==> config.mk <==
export PLATFORM = sky130hd
export DESIGN_NAME = interval_to_ascii_dhms_top
export DESIGN_NICKNAME = d
export VERILOG_FILES = /design/src/sv/itad_pkg.sv /design/src/sv/itad_cell.sv /design/src/sv/itad_digits.sv /design/src/sv/interval_to_ascii_dhms_top.sv
export SDC_FILE = /design/constraint.sdc
export NUM_CORES = 1
export LEC_CHECK = 0
export BUFFER_PORTS_ARGS = -buffer_cell sky130_fd_sc_hd__buf_2
export CAP_MARGIN = 5
export CORE_MARGIN = 1.5
export CORE_UTILIZATION = 55
export CTS_CLUSTER_SIZE = 28
export DETAILED_ROUTE_END_ITERATION = 7
export PLACE_DENSITY = 0.73
export SYNTH_ARGS = -nofsm -noshare
export SYNTH_HDL_FRONTEND = slang
export SYNTH_HIERARCHICAL = 1
export SYNTH_SLANG_ARGS = --single-unit
==> constraint.sdc <==
create_clock -name clk -period 5.45 [get_ports clk]
set_clock_uncertainty 0.2 [all_clocks]
set_input_delay 0.2725 -clock clk [delete_from_list [all_inputs] [get_ports clk]]
set_output_delay 0.2725 -clock clk [all_outputs]
set_load 0.03 [all_outputs]
==> src/sv/itad_pkg.sv <==
// itad_pkg: shared constants and types for the interval formatter
// no dependencies
`timescale 1ns / 1ps
package itad_pkg;
    localparam int DAY_DIGITS_DEF = 10;
    localparam int SECS_W = 50;
    localparam int NANOS_W = 32;
    localparam int CHAR_W = 8;
    localparam int NANO_DIGITS = 9;
    localparam logic [7:0] CH_ZERO = 8'h30;
    localparam logic [7:0] CH_FIVE = 8'h35;
    localparam logic [7:0] CH_NINE = 8'h39;
    localparam logic [7:0] CH_SPACE = 8'h20;
    localparam logic [7:0] CH_COLON = 8'h3a;
    localparam logic [7:0] CH_DOT = 8'h2e;

    // digit cells of the conversion chain
    localparam int DIGIT_W = 5;
    localparam int RAD_DEC = 10;
    localparam int RAD_SIX = 6;
    localparam int RAD_HOUR = 24;
    // two input bits enter the chain per step
    localparam int CONV_STEPS = SECS_W / 2;
    localparam int NS_STEPS = NANOS_W / 2;

    // one character slot of the output row
    typedef struct packed {
        logic [7:0] ch;
        logic       last;
    } slot_t;
endpackage

==> src/sv/itad_cell.sv <==
// itad_cell: one slot of the output shift row
// depends on itad_pkg
`timescale 1ns / 1ps
module itad_cell (
    input  logic                  clk,
    input  logic                  load,
    input  logic                  shift,
    input  itad_pkg::slot_t       load_slot,
    input  itad_pkg::slot_t       from_right,
    output itad_pkg::slot_t       slot
);
    import itad_pkg::*;

    slot_t slot_reg;

    always_ff @(posedge clk)
    begin
        if (load)
            slot_reg <= load_slot;
        else if (shift)
            slot_reg <= from_right;
    end

    assign slot = slot_reg;
endmodule

==> src/sv/itad_digits.sv <==
// itad_digits: one mixed-radix digit cell of the binary to decimal chain
// doubles its digit twice per step, taking two carries from the cell below; depends on itad_pkg
`timescale 1ns / 1ps
module itad_digits #(
    parameter int RADIX = itad_pkg::RAD_DEC
) (
    input  logic                         clk,
    input  logic                         clear,
    input  logic                         step,
    input  logic                         cin_a,
    input  logic                         cin_b,
    output logic                         cout_a,
    output logic                         cout_b,
    output logic [itad_pkg::DIGIT_W-1:0] digit
);
    import itad_pkg::*;

    localparam logic [DIGIT_W-1:0] HALF = DIGIT_W'(RADIX / 2);
    localparam logic [DIGIT_W:0]   RAD  = (DIGIT_W + 1)'(RADIX);

    logic [DIGIT_W-1:0] dig_reg, mid, dig_next;
    logic [DIGIT_W:0]   dbl_a, dbl_b;

    // with an even radix the carry out of a doubling depends only on the digit itself
    assign cout_a   = (dig_reg >= HALF);
    assign dbl_a    = {dig_reg, cin_a};
    assign mid      = DIGIT_W'(dbl_a - (cout_a ? RAD : '0));
    assign cout_b   = (mid >= HALF);
    assign dbl_b    = {mid, cin_b};
    assign dig_next = DIGIT_W'(dbl_b - (cout_b ? RAD : '0));

    always_ff @(posedge clk)
    begin
        if (clear)
            dig_reg <= '0;
        else if (step)
            dig_reg <= dig_next;
    end

    assign digit = dig_reg;
endmodule

==> src/sv/interval_to_ascii_dhms_top.sv <==
// interval_to_ascii_dhms_top: seconds/nanos to "D..D hh:mm:ss.nnnnnnnnn" as a beat stream
// depends on itad_pkg, itad_cell, itad_digits
// each input beat goes through 25 two-bit conversion steps, then the result is loaded into the row
// the row presents DAY_DIGITS + 19 characters per item, one character per cycle unless out_stall
// next item taken as the previous result moves into the row; no gap if DAY_DIGITS >= 7
// reset clears the control flags and counters; digit cells, data and row registers are not reset
`timescale 1ns / 1ps
module interval_to_ascii_dhms_top #(
    parameter int DAY_DIGITS = itad_pkg::DAY_DIGITS_DEF
) (
    input  logic                          clk,
    input  logic                          rst_n,
    input  logic                          in_valid,
    output logic                          in_stall,
    input  logic [itad_pkg::SECS_W-1:0]   total_seconds,
    input  logic signed [itad_pkg::NANOS_W-1:0] nanos,
    output logic                          out_valid,
    input  logic                          out_stall,
    output logic [itad_pkg::CHAR_W-1:0]   char_code,
    output logic                          last
);
    import itad_pkg::*;

    localparam int NCH = DAY_DIGITS + 19;
    localparam int CW = $clog2(NCH + 1);
    // time chain from the bottom: sec ones, sec tens, min ones, min tens, hours, day digits
    localparam int NT = DAY_DIGITS + 5;
    localparam int NN = NANO_DIGITS;
    localparam int KW = $clog2(CONV_STEPS + 1);

    // converter
    logic [SECS_W-1:0]  sec_sh_reg;
    logic [NANOS_W-1:0] ns_sh_reg;
    logic [KW-1:0]      step_cnt_reg;
    logic               conv_busy_reg, conv_done_reg;
    logic               ovf_reg;
    logic               in_take, conv_step, ns_step, conv_end;
    logic [NANOS_W-1:0] nmag;
    logic [DIGIT_W-1:0] tdig [NT];
    logic               tca [NT+1];
    logic               tcb [NT+1];
    logic [DIGIT_W-1:0] ndig [NN];
    logic               nca [NN+1];
    logic               ncb [NN+1];
    logic [DIGIT_W-1:0] hour, h_tens, h_ones;

    logic [CW-1:0]   cnt_reg, cnt_next;
    logic            out_v_reg;
    logic            row_busy, row_load, row_shift;

    // row takes the converted item when idle or as its last character is taken
    assign row_shift = out_v_reg && !out_stall;
    assign row_busy = out_v_reg && !(row_shift && cnt_reg == CW'(1));
    assign row_load = conv_done_reg && !row_busy;
    assign in_stall = conv_busy_reg || (conv_done_reg && !row_load);
    assign in_take = in_valid && !in_stall;

    assign conv_step = conv_busy_reg;
    // nanosecond bits enter in the last steps so leading zeros come first
    assign ns_step = conv_busy_reg && (step_cnt_reg <= KW'(NS_STEPS));
    assign conv_end = conv_busy_reg && (step_cnt_reg == KW'(1));

    assign nmag = nanos[NANOS_W-1] ? $unsigned(-nanos) : $unsigned(nanos);

    always_ff @(posedge clk or negedge rst_n)
    begin
        if (!rst_n)
        begin
            conv_busy_reg <= 1'b0;
            conv_done_reg <= 1'b0;
            step_cnt_reg  <= '0;
        end
        else
        begin
            if (in_take)
            begin
                conv_busy_reg <= 1'b1;
                step_cnt_reg  <= KW'(CONV_STEPS);
            end
            else if (conv_busy_reg)
            begin
                step_cnt_reg <= step_cnt_reg - KW'(1);
                if (conv_end)
                    conv_busy_reg <= 1'b0;
            end
            if (conv_end)
                conv_done_reg <= 1'b1;
            else if (row_load)
                conv_done_reg <= 1'b0;
        end
    end

    always_ff @(posedge clk)
    begin
        if (in_take)
        begin
            sec_sh_reg <= total_seconds;
            ns_sh_reg  <= nmag;
            ovf_reg    <= 1'b0;
        end
        else
        begin
            if (conv_step)
            begin
                sec_sh_reg <= {sec_sh_reg[SECS_W-3:0], 2'b00};
                // a carry out of the top day digit means too many days
                if (tca[NT] || tcb[NT])
                    ovf_reg <= 1'b1;
            end
            if (ns_step)
                ns_sh_reg <= {ns_sh_reg[NANOS_W-3:0], 2'b00};
        end
    end

    assign tca[0] = sec_sh_reg[SECS_W-1];
    assign tcb[0] = sec_sh_reg[SECS_W-2];
    assign nca[0] = ns_sh_reg[NANOS_W-1];
    assign ncb[0] = ns_sh_reg[NANOS_W-2];

    genvar g;
    generate
        for (g = 0; g < NT; g++)
        begin : g_tchain
            localparam int R = (g == 4) ? RAD_HOUR :
                               (g == 1 || g == 3) ? RAD_SIX : RAD_DEC;
            itad_digits #(.RADIX(R)) u_dig (
                .clk    (clk),
                .clear  (in_take),
                .step   (conv_step),
                .cin_a  (tca[g]),
                .cin_b  (tcb[g]),
                .cout_a (tca[g+1]),
                .cout_b (tcb[g+1]),
                .digit  (tdig[g])
            );
        end
        // carry out of the top nanosecond digit is dropped: modulo one billion
        for (g = 0; g < NN; g++)
        begin : g_nchain
            itad_digits #(.RADIX(RAD_DEC)) u_dig (
                .clk    (clk),
                .clear  (in_take),
                .step   (ns_step),
                .cin_a  (nca[g]),
                .cin_b  (ncb[g]),
                .cout_a (nca[g+1]),
                .cout_b (ncb[g+1]),
                .digit  (ndig[g])
            );
        end
    endgenerate

    // hours split into two decimal digits, forced to 23 on overflow
    assign hour   = ovf_reg ? DIGIT_W'(23) : tdig[4];
    assign h_tens = (hour >= DIGIT_W'(20)) ? DIGIT_W'(2) :
                    (hour >= DIGIT_W'(10)) ? DIGIT_W'(1) : DIGIT_W'(0);
    assign h_ones = (hour >= DIGIT_W'(20)) ? hour - DIGIT_W'(20) :
                    (hour >= DIGIT_W'(10)) ? hour - DIGIT_W'(10) : hour;

    // build load image of the row
    slot_t load_s [NCH];
    slot_t cur_s  [NCH+1];

    always_comb
    begin
        for (int i = 0; i < NCH; i++)
        begin
            load_s[i].last = (i == NCH - 1);
            load_s[i].ch = CH_ZERO;
        end
        for (int i = 0; i < DAY_DIGITS; i++)
            load_s[i].ch = ovf_reg ? CH_NINE : CH_ZERO + 8'(tdig[NT - 1 - i]);
        load_s[DAY_DIGITS].ch      = CH_SPACE;
        load_s[DAY_DIGITS + 1].ch  = CH_ZERO + 8'(h_tens);
        load_s[DAY_DIGITS + 2].ch  = CH_ZERO + 8'(h_ones);
        load_s[DAY_DIGITS + 3].ch  = CH_COLON;
        load_s[DAY_DIGITS + 4].ch  = ovf_reg ? CH_FIVE : CH_ZERO + 8'(tdig[3]);
        load_s[DAY_DIGITS + 5].ch  = ovf_reg ? CH_NINE : CH_ZERO + 8'(tdig[2]);
        load_s[DAY_DIGITS + 6].ch  = CH_COLON;
        load_s[DAY_DIGITS + 7].ch  = ovf_reg ? CH_FIVE : CH_ZERO + 8'(tdig[1]);
        load_s[DAY_DIGITS + 8].ch  = ovf_reg ? CH_NINE : CH_ZERO + 8'(tdig[0]);
        load_s[DAY_DIGITS + 9].ch  = CH_DOT;
        for (int i = 0; i < NN; i++)
            load_s[DAY_DIGITS + 10 + i].ch = CH_ZERO + 8'(ndig[NN - 1 - i]);
    end

    assign cur_s[NCH] = '0;

    generate
        for (g = 0; g < NCH; g++)
        begin : g_row
            itad_cell u_cell (
                .clk        (clk),
                .load       (row_load),
                .shift      (row_shift),
                .load_slot  (load_s[g]),
                .from_right (cur_s[g+1]),
                .slot       (cur_s[g])
            );
        end
    endgenerate

    always_comb
    begin
        cnt_next = cnt_reg;
        if (row_load)
            cnt_next = CW'(NCH);
        else if (row_shift)
            cnt_next = cnt_reg - CW'(1);
    end

    always_ff @(posedge clk or negedge rst_n)
    begin
        if (!rst_n)
        begin
            cnt_reg   <= '0;
            out_v_reg <= 1'b0;
        end
        else
        begin
            cnt_reg   <= cnt_next;
            out_v_reg <= (cnt_next != '0);
        end
    end

    assign out_valid = out_v_reg;
    assign char_code = cur_s[0].ch;
    assign last      = cur_s[0].last;

    a_last_cnt: assert property (@(posedge clk) disable iff (!rst_n)
        out_valid |-> (last == (cnt_reg == CW'(1))))
        else $error("last flag out of step with count");
    a_cnt_range: assert property (@(posedge clk) disable iff (!rst_n)
        cnt_reg <= CW'(NCH))
        else $error("count beyond row length");
    a_load_free: assert property (@(posedge clk) disable iff (!rst_n)
        row_load |-> (!out_v_reg || (row_shift && cnt_reg == CW'(1))))
        else $error("row loaded while busy");
    a_busy_stall: assert property (@(posedge clk) disable iff (!rst_n)
        conv_busy_reg |-> in_stall)
        else $error("input beat taken while converting");
endmodule
==> results of run 1 <==
-- kinds of logic after synthesis --
group | Yosys count | synth area share, %
simple gates | 653 | 11.4
flops | 477 | 49.2
mux | 309 | 16.6
compound gates | 241 | 6.36
buf+inv | 241 | 4.41
fa+ha+maj | 150 | 7.19
xor+xnor | 128 | 4.82
other cells | 2 | 0.0283
-- worst min path at each step --
stage                     slack [ns]                          end
after floorplan                -0.22         cnt_reg[0]$_DFF_PN0_
after global placement         -0.01          out_valid$_DFF_PN0_
after detailed placement      -0.009          out_valid$_DFF_PN0_
after CTS                        0.1  sec_sh_reg[1]$_SDFFCE_PN0P_
after global routing            0.14  sec_sh_reg[1]$_SDFFCE_PN0P_
final                           0.13  sec_sh_reg[1]$_SDFFCE_PN0P_
-- power by group through the flow --
stage	logic, mW	clock network, mW	registers [mW]
5_1_grt	9.77	3.60	6.61
4_1_cts	8.70	3.46	6.46
6_report	8.67	3.38	6.45
3_3_place_gp	8.21	0	6.46
2_1_floorplan	7.27	0	6.18
3_5_place_dp	8.56	0	6.50
-- worst max-delay path, delay by kind of cell (launching register included) --
kind                       cells  cell delay (ns)
DFF                            1             0.40
adders and majority gates      1             0.15
buffers and inverters          3             1.17
and+or+nand+nor                3             1.09
AOI/OAI and AO/OA              1             0.19
-- per-stage QoR --
stage | utilization [%] | total power [mW]
detailed placement | 58.3 | 15.1
global route | 63.5 | 20.0
floorplan | - | 13.5
global placement | 58.3 | 14.7
finish | 63.5 | 18.5
CTS | 63.5 | 18.6
-- per-layer routing --
layer	GRT usage [%]	vias up
met1	23.8	7938
met3	2.98	111
met5	0	-
met4	7.55	0
li1	-	8134
met2	36.0	247
-- cell type report --
| cell class | instances | area, um2 | share of cell area (%) |
|---|---|---|---|
| antenna | 1 | 2.50 | 0.00827 |
| clock buffer | 78 | 1490 | 4.92 |
| clock inverter | 16 | 151 | 0.501 |
| inverter | 158 | 606 | 2.00 |
| multi-input combinational | 1581 | 12700 | 42.0 |
| sequential | 477 | 13100 | 43.2 |
| tap | 615 | 769 | 2.54 |
| timing repair buffer | 193 | 1480 | 4.90 |
-- what timing repair did --
action / in CTS / in global routing
hold endpoints to repair: 97 / 0
hold buffers: 84 / 0
setup buffers: 0 / 0
resized for setup: 0 / 0
-- cells in the final DEF (no fill, tap or decap), drive strengths merged, types with 31 or more instances in the layout --
cell	instances
edfxtp	343
nand2	265
mux2	261
nor2	177
inv	159
ha	146
dfxtp	121
buf	109
conb	100
xnor2	97
dlygate4sd3	84
clkbuf	78
a211oi	74
a21oi	70
o21ai	64
or2	61
mux2i	48
nor2b	48
xor2	31
==> metrics.yaml, run 1 <==
detailed_routing:
  routed_wl_um: 48200
  m1WireLength_um: 20400
  viasPerCell: 5.27
  dr.pass1.iters: 5
  drc: 0
  wl_met3_um: 1520
  wl_per_cell_um: 15.5
  highest_layer: "met4"
  dr_wl_met2_um: 24800
  drtIter0Drc: 778
  drtAntennaViolNets: 0
  vias: 16400
setup_path:
  critPathSlowestCell: "inv_8"
  path_cells: "inv_1 > ha_1 > or4b_1 > o21ai_0 > nand2_1 > inv_8 > buf_4 > or2_1"
  crit_path_end_kind: "flip-flop"
  cp.arrival_ns: 3.71
  r2r-start: "cnt_reg[1]$_DFF_PN0_"
  r2r-end: "g_row[21].u_cell/slot[8]$_DFFE_PP_"
  r2r_slack_ns: 1.77
  path_class: "flip-flop to flip-flop"
  critPathMaxStageDelay_ns: 0.60
  startpoint: "cnt_reg[1]$_DFF_PN0_"
  worstPathRequired_ns: 5.49
  crit_end: "g_row[21].u_cell/slot[8]$_DFFE_PP_"
  crit_fanout: 88
  crit_path_start_kind: "flip-flop"
  reg2reg_depth: 8
logic_synthesis:
  synthArstFlopShare_pct: 2.73
  synth.most_common_cell: "edfxtp_1"
  yosysUniqueCellTypes: 67
  synth_top_area_share_pct: 38.8
  ys_dominant_reg_cell: "edfxtp_1"
  syn_area_per_cell_um2: 12.1
  ys_warn_count: 6
  yosys-top-cells-area: "edfxtp_1 39%, mux2_4 15%, dfxtp_1 9.1%"
  ys_seq_area_share_pct: 49.2
  synth_common_cells: "343 x edfxtp_1, 264 x nand2_1, 261 x mux2_4, 177 x nor2_1, 157 x inv_1"
  syn-instance-count: 2201
  synth_edf_count: 343
  ys_ff_latch: 477
  synth_area_um2: 26500
  yosysTopAreaCell: "edfxtp_1"
floorplan:
  die_h_um: 223
  start_util_pct: 55.7
  num_rows: 80
  io_pins: 97
  die_x_um: 223
  die_area_um2: 49600
  core_um2: 47600
timing:
  tns_ns: 0
  hold_viol: 0
  slew_headroom_pct: 22.5
  tightest_slew_ns: 1.16
  final.period_utilization_pct: 67.5
  rsz0062_at_grt: "no"
  final_max_slew_viol_count: 0
  setup_viol: 0
  holdWs_ns: 0.130
  period_minus_slack_ns: 3.68
  max_freq_ghz: 0.272
  fin_ws_ns: 1.77
global_routing:
  track_usage_pct: 19.9
  grt_first_pass_wirelength_um: 81100
  overflow: 0
  antenna_found_initial: 1
  grt_max_degree: 139
  grt_pass1_vias: 17000
placed_design:
  port_buffers: 96
  place_hpwl_um: 31600
  dp_slack_ns: 1.80
  place.gp.congestion: 0.841
  dp.cells: 2940
  placed_area_um2: 27800
layout:
  fin_nets: 2698
  syn2layout_area_growth_pct: 14.0
  fillers: 3592
  largest_reg_flops: 261
  drive_gt1_share_pct: 22.3
  final_cell_count_no_fill: 3119
  design_area_um2: 30200
run_status:
  status: "complete, no violations"
pwr:
  p_per_area_nw_per_um2: 611
  combPwrFrac_pct: 46.9
  p_seq_share_pct: 34.9
  p_leak_nw: 13.0
  clock_power_share_pct: 18.3
  p_sw_mw: 6.57
  p_int_mw: 11.9
  max-vdd-ir-drop_v: 0.000560
  p_sw_share_pct: 35.6
clocking:
  cts_buffers: 51
  cts_buffer_depth: 3
  clk_pin_slew_worst_paths_ns: 0.06
  worstSkewPairLatency_ns: 0.58
  clock_sinks: 477
  cts_root_buf: "clkbuf_16"
  h-tree-depth: 2
  tritoncts: "done"
worst_hold_path:
  hp-start: "in_valid"
  hold_path.class: "primary input to flip-flop"
  min_path_cells: 3
flow_run:
  maxCapViolCount: 0
Power figures use the tool's default switching activity.
==> inputs of run 2 (changes only) <==
Settings changed: PLACE_DENSITY 0.73 to 0.76.
Clock period 5.45 ns to 3.3 ns, I/O delays scaled along.
==> run 2 against run 1 <==
The run now ends with setup timing left. Highest routed layer unchanged. Critical path depth rose by 2. Global-route usage rose by 0.60 points. Non-clock buffer count grew 55. Largest power group unchanged.
==> metrics.yaml, run 2 (synthesis results as in run 1) <==
clocking:
  tritoncts: "done"
  h-tree-depth: 2  # unchanged
  clk_pin_slew_worst_paths_ns: 0.06  # about the same
  cts_buffer_depth: 3  # unchanged
  clock_sinks: 477  # unchanged
  worstSkewPairLatency_ns: 0.59  # about the same
  cts_root_buf: "clkbuf_16"
  cts_buffers: 51  # unchanged
floorplan:
  io_pins: 97  # unchanged
  core_um2: 47600  # unchanged
  die_area_um2: 49600  # unchanged
  die_h_um: 223  # unchanged
  die_x_um: 223  # unchanged
  num_rows: 80  # unchanged
  start_util_pct: 55.7  # unchanged
setup_path:
  cp.arrival_ns: 3.62  # -0.09 ns
  path_class: "flip-flop to flip-flop"
  startpoint: "g_tchain[3].u_dig/digit[1]$_SDFFE_PP0P_"
  path_cells: "a2111o_1 > ha_2 > inv_2 > fa_2 > a211oi_2 > and3_4 > ha_4 > and2b_1 > or4_4 > a311oi_2"
  worstPathRequired_ns: 3.59  # -1.90 ns
  critPathSlowestCell: "a2111o_1"
  r2r_slack_ns: -0.03  # -1.81 ns
  crit_path_end_kind: "flip-flop"
  crit_path_start_kind: "flip-flop"
  crit_end: "g_tchain[3].u_dig/digit[4]$_SDFFE_PP0P_"
  r2r-start: "g_tchain[3].u_dig/digit[1]$_SDFFE_PP0P_"
  crit_fanout: 3  # -97%
  r2r-end: "g_tchain[3].u_dig/digit[4]$_SDFFE_PP0P_"
  reg2reg_depth: 10  # +2
  critPathMaxStageDelay_ns: 0.46  # -0.14 ns
run_status:
  violations: "setup timing"
  status: "finished with violations"
detailed_routing:
  dr_wl_met2_um: 25700  # +3.6%
  drtIter0Drc: 865  # +11%
  drc: 0  # unchanged
  viasPerCell: 5.32  # +0.98%
  drtAntennaViolNets: 0  # unchanged
  wl_met3_um: 2010  # +33%
  dr.pass1.iters: 4  # -1
  m1WireLength_um: 20900  # +2.0%
  vias: 16900  # +2.9%
  wl_per_cell_um: 15.7  # +1.7%
  routed_wl_um: 50000  # +3.6%
  highest_layer: "met4"
flow_run:
  maxCapViolCount: 0  # unchanged
global_routing:
  antenna_found_initial: 4  # +3
  grt_first_pass_wirelength_um: 83400  # +2.8%
  grt_pass1_vias: 17300  # +1.9%
  track_usage_pct: 20.5  # +0.60 points
  grt_max_degree: 109  # -22%
  overflow: 0  # unchanged
placed_design:
  port_buffers: 96  # unchanged
  placed_area_um2: 28100  # +1.2%
  place_hpwl_um: 32100  # +1.6%
  dp.cells: 2974  # +1.2%
  place.gp.congestion: 0.811  # -3.6%
layout:
  final_common_cell: "edfxtp_1"
  design_area_um2: 30900  # +2.2%
  largest_reg_flops: 261  # unchanged
  most-common-layout-cells: "343 x edfxtp_1, 263 x nand2_1, 261 x mux2_4"
  drive_gt1_share_pct: 24.1  # +1.9 points
  final_cell_count_no_fill: 3177  # +1.9%
  fin_nets: 2753  # +2.0%
  syn2layout_area_growth_pct: 16.5
timing:
  hold_viol: 0  # unchanged
  tightest_slew_ns: 0.775  # -0.384 ns
  max_freq_ghz: 0.300  # +10%
  period_minus_slack_ns: 3.33  # -0.342 ns
  final.period_utilization_pct: 101  # +34 points
  rsz0062_at_grt: "yes"
  setup_viol: 1  # +1
  tns_ns: -0.0344  # -0.0344 ns
  fin_ws_ns: -0.0344  # -1.81 ns
  slew_headroom_pct: 48.3  # +26 points
  final_max_slew_viol_count: 0  # unchanged
pwr:
  p_leak_nw: 13.3  # +2.3%
  max-vdd-ir-drop_v: 0.000659  # +18%
  p_per_area_nw_per_um2: 1010  # +66%
worst_hold_path:
  hold_path.class: "primary input to flip-flop"
[run 2: cell types whose count changed in the layout (fill, tap and decap cells not counted), sizes merged]
cell | previous run | this run
clkinv | 12 | 21
diode | 1 | 3
buf | 109 | 149
clkbuf | 78 | 65
clkinvlp | 0 | 2
dlygate4sd3 | 84 | 99
bufinv | 3 | 6
[run 2: report_power, final]
group / total [mW] / switching, mW / leakage [nW] / internal [mW]
sequential: 10.6 / 1.37 / 4.54 / 9.23
combinational: 15.0 / 7.53 / 7.90 / 7.49
clock: 5.75 / 2.35 / 0.816 / 3.40
[run 2: worst min path at each step]
| stage | start | endpoint | slack (ns) | cells past startpoint |
|---|---|---|---|---|
| 2_1_floorplan | rst_n | cnt_reg[0]$_DFF_PN0_ | -0.33 | 0 |
| 3_3_place_gp | rst_n | cnt_reg[3]$_DFF_PN0_ | -0.13 | 1 |
| 3_5_place_dp | rst_n | cnt_reg[4]$_DFF_PN0_ | -0.13 | 1 |
| 4_1_cts | nanos[31] | ns_sh_reg[12]$_DFFE_PP_ | 0.05 | 4 |
| 5_1_grt | nanos[31] | ns_sh_reg[12]$_DFFE_PP_ | 0.12 | 4 |
| 6_report | nanos[31] | ns_sh_reg[12]$_DFFE_PP_ | 0.09 | 4 |
[run 2: metrics by stage]
step                      power [mW]  hold WS, ns  worst slack (ns)  utilization [%]
after CTS                       31.3       0.0486           -0.0306             64.7
after detailed placement        25.2       -0.133           -0.0822             59.0
final                           31.4       0.0868           -0.0344             64.9
after floorplan                 22.2       -0.331            0.0414                -
after global routing            33.7        0.122            -0.108             64.9
after global placement          24.5       -0.134            0.0310             59.0
[run 2: area by class of cell]
| cell class | instances | area, um2 |
|---|---|---|
| Antenna cell | 3 | 7.51 |
| Clock buffer | 65 | 1370 |
| Clock inverter | 30 | 300 |
| Fill cell | 3439 | 16700 |
| Inverter | 158 | 606 |
| Multi-Input combinational cell | 1581 | 12800 |
| Sequential cell | 477 | 13100 |
| Tap cell | 615 | 769 |
| Timing Repair Buffer | 248 | 2020 |
[run 2: routing by layer]
layer / vias up / global-route usage (%)
li1: 8240 / -
met1: 8207 / 24.7
met2: 350 / 37.2
met3: 103 / 2.99
met4: 0 / 7.02
met5: - / 0
[run 2: timing repair]
| item | in CTS | in global routing |
|---|---|---|
| endpoints found under the setup margin | 2 | 3 |
| hold endpoints to repair | 105 | 0 |
| cloned | 0 | 0 |
| resized for setup | 8 | 14 |
| pin swaps | 5 | 11 |
| setup buffers | 2 | 4 |
| hold buffers | 99 | 0 |
[run 2: worst max-delay path, delay by kind of cell (launching register included)]
family | cells | cell delay, ns
compound gates | 3 | 1.00
buf+inv | 1 | 0.06
flops | 1 | 0.32
simple gates | 3 | 0.82
fa+ha+maj | 3 | 0.87
